### config.mk
export PLATFORM = sky130hd
export DESIGN_NAME = tsha_ctrl
export DESIGN_NICKNAME = d
export VERILOG_FILES = /design/src/sv/tsha_pkg.sv /design/src/sv/tsha_ctrl.sv
export SDC_FILE = /design/constraint.sdc
export NUM_CORES = 1
export LEC_CHECK = 0
export BUFFER_PORTS_ARGS = -buffer_cell sky130_fd_sc_hd__buf_2
export CORE_AREA = 8 8 45 47
export CTS_BUF_LIST = sky130_fd_sc_hd__clkbuf_16
export CTS_CLUSTER_SIZE = 40
export DETAILED_ROUTE_END_ITERATION = 7
export DIE_AREA = 0 0 53 55
export PLACE_DENSITY_LB_ADDON = 0.05
export SLEW_MARGIN = 20
export SYNTH_ARGS = -nofsm -noshare
export SYNTH_HDL_FRONTEND = slang
export SYNTH_SLANG_ARGS = --single-unit
export TNS_END_PERCENT = 30
### constraint.sdc
create_clock -name clock -period 0.9 [get_ports clock]
set_input_delay 0.225 -clock clock [delete_from_list [all_inputs] [get_ports clock]]
set_output_delay 0.225 -clock clock [all_outputs]
set_load 0.05 [all_outputs]
### src/sv/tsha_pkg.sv
`timescale 1ns / 1ps

package tsha_pkg;

   localparam logic [1:0] FUNC_ALLOC = 2'd0;
   localparam logic [1:0] FUNC_READ  = 2'd1;
   localparam logic [1:0] FUNC_FREE  = 2'd2;
   localparam logic [1:0] FUNC_CLEAR = 2'd3;

   localparam logic [1:0] STATUS_OK       = 2'd0;
   localparam logic [1:0] STATUS_FULL     = 2'd1;
   localparam logic [1:0] STATUS_BAD_READ = 2'd2;
   localparam logic [1:0] STATUS_BAD_FREE = 2'd3;

   localparam logic [31:0] HANDLE_BASE_RESET = 32'd1000;

   typedef struct packed {
      logic [1:0]         func;
      logic signed [31:0] value;
      logic [31:0]        handle;
   } req_type;

   typedef struct packed {
      logic [1:0]         status;
      logic [31:0]        handle_out;
      logic signed [31:0] value_out;
      logic [31:0]        alloc_total;
      logic [31:0]        free_total;
      logic [8:0]         live_slots;
   } rsp_type;

   typedef struct packed {
      logic load;
      logic scan;
      logic commit;
   } ctrl_cmd_type;

   typedef struct packed {
      logic done;
   } dp_status_type;

endpackage

### src/sv/tsha_ctrl.sv
`timescale 1ns / 1ps

module tsha_ctrl
   import tsha_pkg::*;
(
   input  logic          clock,
   input  logic          reset,
   input  logic          req_valid,
   output logic          req_ready,
   output logic          rsp_valid,
   input  logic          rsp_ready,
   input  dp_status_type status,
   output ctrl_cmd_type  cmd
);

   typedef enum logic [2:0] {
      ST_IDLE   = 3'b001,
      ST_SCAN   = 3'b010,
      ST_COMMIT = 3'b100
   } state_type;

   state_type state_ff, state_in;
   logic      rsp_valid_ff, rsp_valid_in;

   always_comb begin
      state_in   = state_ff;
      cmd.load   = 1'b0;
      cmd.scan   = 1'b0;
      cmd.commit = 1'b0;
      req_ready  = 1'b0;
      case (state_ff)
         ST_IDLE: begin
            req_ready = 1'b1;
            if (req_valid) begin
               cmd.load = 1'b1;
               state_in = ST_SCAN;
            end
         end
         ST_SCAN: begin
            cmd.scan = 1'b1;
            if (status.done) begin
               state_in = ST_COMMIT;
            end
         end
         ST_COMMIT: begin
            // wait for the output register to free up
            if (!rsp_valid_ff || rsp_ready) begin
               cmd.commit = 1'b1;
               state_in   = ST_IDLE;
            end
         end
         default: begin
            state_in = ST_IDLE;
         end
      endcase
      if (cmd.commit) begin
         rsp_valid_in = 1'b1;
      end else if (rsp_ready) begin
         rsp_valid_in = 1'b0;
      end else begin
         rsp_valid_in = rsp_valid_ff;
      end
   end

   always_ff @(posedge clock) begin
      if (reset) begin
         state_ff     <= ST_IDLE;
         rsp_valid_ff <= 1'b0;
      end else begin
         state_ff     <= state_in;
         rsp_valid_ff <= rsp_valid_in;
      end
   end

   assign rsp_valid = rsp_valid_ff;

   beat_follows_commit: assert property (@(posedge clock) disable iff (reset)
      $rose(rsp_valid_ff) |-> $past(cmd.commit))
      else $error("result beat without a commit");

   commit_returns_idle: assert property (@(posedge clock) disable iff (reset)
      cmd.commit |=> (state_ff == ST_IDLE) && rsp_valid_ff)
      else $error("commit did not post a result");

endmodule

==> results.py, run 1 <==
metrics = {
    "sta": {
        "finClkSkew_ns": 0.000849,
        "period_needed_ns": 1.32,
        "setup_viol": 8,
        "tightest_slew_ns": 0.181,
        "worst_slack_ns": -0.425,
        "slew_headroom_pct": 88.0,
        "slew_violations": 0,
        "max_freq_mhz": 755,
        "min_period_over_period_pct": 147,
        "whs_ns": 0.205,
        "hold_viol": 0,
        "rsz0062_at_grt": "true",
    },
    "cts": {
        "cts_buffers": 3,
        "clock-root-buffer": "clkbuf_16",
        "clk_path_buf_depth": 2,
        "cts_sinks": 4,
        "clk_pin_slew_ns": 0.03,
        "ctsHtreeMaxLevel": 1,
        "cts_tree": "done",
        "ctsHoldBuffers": 0,
        "clock_latency_ns": 0.22,
    },
    "yosys": {
        "netlist_instances": 26,
        "synth_flop_cell": "dfxtp_1",
        "ys_ff_latch": 4,
        "synth_fp_nets": 31,
        "synth_edf_count": 0,
        "synth_cell_types": 17,
        "synth_seq_area_share_pct": 35.8,
        "synthArstFlopShare_pct": 0,
        "ys_warn_count": 0,
        "syn-cell-area_um2": 224,
        "syn_avg_cell_area_um2": 8.61,
    },
    "layout": {
        "layout.area.seq_um2": 87.6,
        "fin_nets": 51,
        "antenna_cells": 0,
        "final_common_cell": "buf_4",
        "multi_input_area_um2": 135,
        "final_cell_mix": "8 x buf_4, 4 x buf_2",
        "design_area_um2": 480,
        "nFillCells": 146,
        "area_delta_synth_final_pct": 115,
        "drive_gt1_share_pct": 68.2,
    },
    "flow_run": {
        "maxCapViolCount": 0,
    },
    "route": {
        "ant_nets": 0,
        "vias": 240,
        "drt-pass1-iter-count": 2,
        "drc_errors": 0,
        "wl_per_cell_um": 10.5,
        "drt-initial-drc-count": 2,
        "wl_um": 631,
        "routed_via_density": 4.00,
    },
    "run_status": {
        "status": "complete, but fails checks",
        "violations": "setup timing",
    },
    "global_route": {
        "grt_pass1_vias": 208,
        "grt_pass1_wl_um": 903,
        "globalRouteOverflowTotal": 0,
        "track_usage_pct": 5.02,
        "grt_max_degree": 8,
        "antenna_found_initial": 0,
    },
    "worst_setup_path": {
        "cp_max_fo": 7,
        "required_ns": 0.67,
        "crit_path_start_kind": "flip-flop",
        "end_kind": "output pin",
        "path_class": "flip-flop to output pin",
        "arrival_ns": 1.10,
    },
    "floorplan": {
        "die_w_um": 53,
        "boundaryPins": 10,
        "dieArea_mm2": 0.00292,
        "core_area_mm2": 0.00138,
        "die_h_um": 55,
        "start_util_pct": 16.2,
        "rows": 14,
    },
    "place": {
        "port_buffers": 9,
        "hpwl_um": 500,
        "place_area_um2": 333,
        "gp_congestion": 0.607,
    },
    "min_path": {
        "min_path_type": "input port to flip-flop",
    },
    "power_and_ir_drop": {
        "cellLeakagePower_nw": 0.213,
        "power_mw": 1.06,
        "p_per_area_mw_per_mm2": 2210,
        "peakVddDrop_uv": 1610,
    },
}
[sequential cells by signal, summed over array words and instances, names as in the netlist]
signal	flops
state_ff	3
rsp_valid	1
[cells in the mapped netlist (2+ instances only)]
master | number | area share [%]
buf_4 | 2 | 6.7
a31oi_1 | 2 | 5.6
nor2_1 | 3 | 5.0
nor3_1 | 2 | 4.5
a21oi_1 | 2 | 4.5
dfxtp_1 | 4 | 36
[critical path: stages (launching register included)]
cell,delay [ns]
dfxtp_4,0.36
nor3b_4,0.20
and2_4,0.18
buf_8,0.13
[power by group]
part           internal [mW]  total [mW]  leakage [nW]  switching, mW
sequential             0.185       0.195        0.0340         0.0100
combinational         0.0937       0.175         0.142         0.0812
clock                  0.567       0.690        0.0370          0.123
[final cells by class]
class / instances / share of cell area (%)
timing repair buffer: 18 / 33.1
multi-input combinational: 18 / 28.1
sequential: 4 / 18.2
clock buffer: 3 / 15.6
tap: 16 / 4.17
inverter: 1 / 0.781
[per-layer routing]
layer,global-route usage (%),part of all wire (%)
met1,4.86,45
met2,5.66,41
met3,5.08,9.2
met4,5.17,4.1
met5,0,0
[worst paths after layout]
check | from | end | slack, ns | cells after the start
hold / removal | reset | rsp_valid | 0.20 | 2
setup reg to reg | state_ff[2] | state_ff[0] | -0.21 | 5
setup / recovery | state_ff[2] | cmd[2] | -0.42 | 3
hold reg to reg | state_ff[0] | state_ff[2] | 0.44 | 1
[through the flow]
step	worst slack [ns]	setup TNS (ns)	utilization [%]	std cells
2_1_floorplan	-0.611	-2.35	-	26
3_3_place_gp	-0.319	-1.73	24.1	56
3_5_place_dp	-0.325	-1.52	24.1	56
4_1_cts	-0.445	-2.07	31.8	59
5_1_grt	-0.450	-2.22	34.7	60
6_report	-0.425	-1.90	34.7	60
[cells by family (layout without fill, tap and decap cells)]
group / Yosys count / after routing / share of synthesized area, %
AND/OR/NAND/NOR: 13 / 13 / 40.2
buffers and inverters: 4 / 22 / 10.6
flip-flops: 4 / 4 / 35.8
AO/OA/AOI/OAI: 5 / 5 / 13.4
[what timing repair did]
item	CTS	global route
pin swaps	1	1
setup buffers	0	1
endpoints found under the setup margin	9	9
gates resized for setup	12	10
No activity file was read; power rests on OpenSTA's default activity.
==> inputs of run 2 (changes only) <==
==> constraint.sdc (replaced) <==
create_clock -name clock -period 1.15 [get_ports clock]
set_input_delay 0.2875 -clock clock [delete_from_list [all_inputs] [get_ports clock]]
set_output_delay 0.2875 -clock clock [all_outputs]
set_load 0.05 [all_outputs]
==> results.py, run 2 (same netlist as run 1, synthesis figures left out) <==
metrics = {
    "floorplan": {
        "core_area_mm2": 0.00138,
        "die_w_um": 53,
        "dieArea_mm2": 0.00292,
        "rows": 14,
        "boundaryPins": 10,
        "die_h_um": 55,
        "start_util_pct": 16.2,
    },
    "layout": {
        "drive_gt1_share_pct": 62.5,
        "fin_nets": 47,
        "antenna_cells": 0,
        "top_register": "state_ff",
        "largest_reg_flops": 3,
        "design_area_um2": 427,
        "stdcell_count": 56,
        "final_cell_mix": "6 x buf_2, 5 x buf_4, 3 x clkbuf_16",
        "fin_util_pct": 30.8,
        "area_delta_synth_final_pct": 90.5,
        "final_common_cell": "buf_2",
    },
    "worst_setup_path": {
        "end_kind": "output pin",
        "path_cells": "nor3b_4, and2_4, buf_8",
        "required_ns": 0.86,
        "arrival_ns": 1.10,
        "cp_max_fo": 6,
        "crit_path_start_kind": "flip-flop",
        "path_class": "flip-flop to output pin",
        "slowest_stage": "dfxtp_2",
        "slowest_delay_ns": 0.34,
    },
    "route": {
        "routed_via_density": 4.16,
        "vias": 233,
        "drc_errors": 0,
        "drt-pass1-iter-count": 1,
        "wl_per_cell_um": 11.1,
        "wl_um": 621,
        "ant_nets": 0,
        "drt-initial-drc-count": 0,
    },
    "power_and_ir_drop": {
        "power_uw": 794,
        "p_per_area_mw_per_mm2": 1860,
        "peakVddDrop_uv": 725,
        "cellLeakagePower_nw": 0.185,
    },
    "run_status": {
        "status": "complete, but fails checks",
        "violations": "setup timing",
    },
    "global_route": {
        "globalRouteOverflowTotal": 0,
        "grt_pass1_vias": 254,
        "grt_pass1_wl_um": 966,
        "track_usage_pct": 4.97,
        "antenna_found_initial": 0,
        "grt_max_degree": 7,
    },
    "cts": {
        "clk_pin_slew_ns": 0.03,
        "cts_sinks": 4,
        "ctsHoldBuffers": 0,
        "ctsHtreeMaxLevel": 1,
        "clock_latency_ns": 0.22,
        "cts_buffers": 3,
        "clk_path_buf_depth": 2,
        "clock-root-buffer": "clkbuf_16",
        "cts_tree": "done",
    },
    "place": {
        "post-place-cells": 52,
        "gp_congestion": 0.658,
        "place_area_um2": 303,
        "hpwl_um": 463,
        "port_buffers": 9,
        "pre_cts_ws_ns": -0.152,
    },
    "sta": {
        "finClkSkew_ns": 0.00198,
        "slew_headroom_pct": 83.5,
        "whs_ns": 0.272,
        "period_needed_ns": 1.39,
        "hold_viol": 0,
        "tightest_slew_ns": 0.250,
        "rsz0062_at_grt": "true",
        "slew_violations": 0,
        "max_freq_mhz": 721,
        "fin_tns_setup_ns": -0.865,
        "setup_viol": 4,
        "worst_slack_ns": -0.238,
        "min_period_over_period_pct": 121,
    },
    "min_path": {
        "min_path_type": "input port to flip-flop",
    },
    "flow_run": {
        "maxCapViolCount": 0,
    },
}
==> run 2: cell count changes in the layout (fill, tap and decap cells not counted), sizes merged <==
cell,before,now
buf,18,14
==> run 2: timing repair <==
| action | CTS | global route |
|---|---|---|
| setup buffers | 1 | 0 |
| resized for setup | 10 | 4 |
| pin swaps | 2 | 1 |
| setup endpoints to repair | 4 | 4 |
==> run 2: critical path, delay by kind of cell, from the launching register on <==
kind / cells / cell delay (ns)
buffers and inverters: 1 / 0.13
DFF: 1 / 0.34
and+or+nand+nor: 2 / 0.39
==> run 2: final cells by class <==
| type | instances | area [µm²] |
|---|---|---|
| fillers | 155 | 957 |
| inverters | 1 | 3.75 |
| clock buffers | 3 | 75.1 |
| well taps | 16 | 20.0 |
| multi-input cells | 18 | 134 |
| repair buffers | 14 | 105 |
| flip-flops and latches | 4 | 88.8 |
==> run 2: where the power goes <==
| group | switching [mW] | total [mW] | internal [mW] |
|---|---|---|---|
| clock | 0.0946 | 0.538 | 0.444 |
| combinational | 0.0561 | 0.103 | 0.0470 |
| sequential | 0.00899 | 0.153 | 0.144 |
==> run 2: worst paths after layout <==
kind | from | to | slack, ns | cells past startpoint
min reg2reg | state_ff[0] | state_ff[2] | 0.45 | 1
max reg2reg | rsp_valid | state_ff[0] | 0.11 | 4
max | state_ff[1] | cmd[2] | -0.24 | 3
min | reset | state_ff[1] | 0.27 | 2
==> run 2: layer usage <==
layer	vias up	global-route usage (%)	share of wire, %	wire length (µm)
met5	-	0	0	0
met2	7	7.42	51	319
met4	0	6.47	3.1	19
met3	2	2.94	7.9	49
li1	118	-	-	-
met1	106	4.10	37	232
==> inputs of run 3 (changes only) <==
==> constraint.sdc (replaced) <==
create_clock -name clock -period 1.55 [get_ports clock]
set_input_delay 0.3875 -clock clock [delete_from_list [all_inputs] [get_ports clock]]
set_output_delay 0.3875 -clock clock [all_outputs]
set_load 0.05 [all_outputs]
==> results.py, run 3 (same netlist as run 1, synthesis figures left out) <==
metrics = {
    "run_status": {
        "status": "finished, final reports clean",
    },
    "layout": {
        "largest_reg_flops": 3,
        "area_delta_synth_final_pct": 69.8,
        "fin_nets": 43,
        "drive_gt1_share_pct": 55.6,
        "antenna_cells": 0,
        "final_common_cell": "buf_2",
        "stdcell_count": 52,
        "nFillCells": 156,
        "top_register": "state_ff",
        "final_cell_mix": "6 x buf_2, 3 x clkbuf_16, 3 x buf_4",
        "fin_util_pct": 27.5,
    },
    "sta": {
        "finClkSkew_ns": 0.000468,
        "min_period_over_period_pct": 97.1,
        "slew_violations": 0,
        "hold_viol": 0,
        "tightest_slew_ns": 0.252,
        "period_needed_ns": 1.51,
        "fin_tns_setup_ns": 0,
        "max_freq_mhz": 664,
        "rsz0062_at_grt": "false",
        "whs_ns": 0.376,
        "slew_headroom_pct": 83.3,
        "setup_viol": 0,
    },
    "worst_setup_path": {
        "r2r_cells": 4,
        "required_ns": 1.16,
        "path_class": "flip-flop to output pin",
        "slowest_stage": "dfxtp_4",
        "slowest_delay_ns": 0.37,
        "path_depth": 3,
        "arrival_ns": 1.12,
        "critPathLaunch": "state_ff[0]",
        "critical_path.top_delay_family": "simple AND/OR/NAND/NOR gates",
        "cp_max_fo": 6,
        "end_kind": "output pin",
        "critical_path.endpoint": "cmd[2]",
        "crit_path_start_kind": "flip-flop",
        "regToRegEndpoint": "state_ff[0]",
        "r2r-start": "rsp_valid",
        "worst-path-buf-inv": 1,
        "reg2reg_slack_ns": 0.59,
        "path_cells": "nor3b_4, and2_4, buf_8",
    },
    "floorplan": {
        "boundaryPins": 10,
        "dieArea_mm2": 0.00292,
        "start_util_pct": 16.2,
        "rows": 14,
        "die_h_um": 55,
        "die_w_um": 53,
        "core_area_mm2": 0.00138,
    },
    "cts": {
        "ctsHoldBuffers": 0,
        "clk_pin_slew_ns": 0.03,
        "cts_tree": "done",
        "cts_buffers": 3,
        "clock-root-buffer": "clkbuf_16",
        "cts_sinks": 4,
        "clk_path_buf_depth": 2,
        "ctsHtreeMaxLevel": 1,
        "clock_latency_ns": 0.22,
    },
    "global_route": {
        "grt_max_degree": 9,
        "globalRouteOverflowTotal": 0,
        "top_usage_layer": "met2",
        "gr-usage-met2_pct": 6.64,
        "antenna_found_initial": 0,
        "gr-usage-met1_pct": 3.81,
        "track_usage_pct": 4.76,
        "grt_pass1_vias": 231,
        "met3_usage_pct": 3.48,
        "grt_pass1_wl_um": 924,
    },
    "place": {
        "post-place-cells": 49,
        "hpwl_um": 439,
        "gp_congestion": 0.620,
        "port_buffers": 9,
    },
    "route": {
        "routed_via_density": 4.21,
        "ant_nets": 0,
        "drt-initial-drc-count": 5,
        "wl_per_cell_um": 10.8,
        "wl_um": 561,
        "drc_errors": 0,
        "drt-pass1-iter-count": 5,
        "vias": 219,
    },
    "power_and_ir_drop": {
        "peakVddDrop_uv": 473,
        "p_per_area_mw_per_mm2": 1530,
        "cellLeakagePower_nw": 0.163,
    },
    "flow_run": {
        "maxCapViolCount": 0,
    },
    "min_path": {
        "min_path_type": "input port to flip-flop",
    },
}
## run 3: cell types whose count changed in the layout (fill, tap and decap cells not counted), sizes merged
cell  change
buf       -4
## run 3: report_power, final
| group | internal [mW] | total, mW | switching [mW] | leakage (nW) |
|---|---|---|---|---|
| Clock | 0.330 | 0.401 | 0.0718 | 0.0370 |
| Sequential | 0.106 | 0.114 | 0.00754 | 0.0339 |
| Combinational | 0.0281 | 0.0665 | 0.0384 | 0.0925 |
| Total | 0.464 | 0.582 | 0.118 | 0.163 |
## run 3: worst reg2reg max path, stage by stage, from the launching register on
cell and delay, ns:
dfxtp_1 0.31, nor2b_1 0.16, buf_4 0.14, nand3_1 0.07
a21o_1 0.18
## run 3: worst min-delay path by stage
stage	from	end	slack, ns	cells past startpoint
floorplan	state_ff[0]	state_ff[2]	0.45	1
detailed placement	state_ff[0]	state_ff[2]	0.49	1
global placement	state_ff[0]	state_ff[2]	0.50	1
finish	reset	state_ff[1]	0.38	2
CTS	reset	rsp_valid	0.37	2
global route	reset	state_ff[1]	0.39	2
## run 3: final cells by class
type | count | area (µm²) | area share [%]
multi-input combinational | 18 | 125 | 32.9
sequential | 4 | 88.8 | 23.4
clock buffer | 3 | 75.1 | 19.7
timing repair buffer | 10 | 67.6 | 17.8
tap | 16 | 20.0 | 5.26
inverter | 1 | 3.75 | 0.987
## run 3: repair_timing
| action | in CTS | in global routing |
|---|---|---|
| hold endpoints to repair | 0 | 0 |
| setup buffers | 0 | 0 |
| gates resized for setup | 5 | 5 |
| endpoints found under the setup margin | 3 | 3 |
| pin swaps | 0 | 1 |
## run 3: layer usage
metal	vias to the layer above	share of wire (%)
met1	98	36
li1	110	-
met5	-	0
met2	8	44
met4	0	4.8
met3	3	15
## run 3: per-stage QoR
step	power, mW	area, µm²	setup WS [ns]
2_1_floorplan	0.162	234	-0.124
3_3_place_gp	0.178	280	0.148
3_5_place_dp	0.177	280	0.140
4_1_cts	0.588	368	0.0173
5_1_grt	0.601	380	0.00201
6_report	0.582	380	0.0450
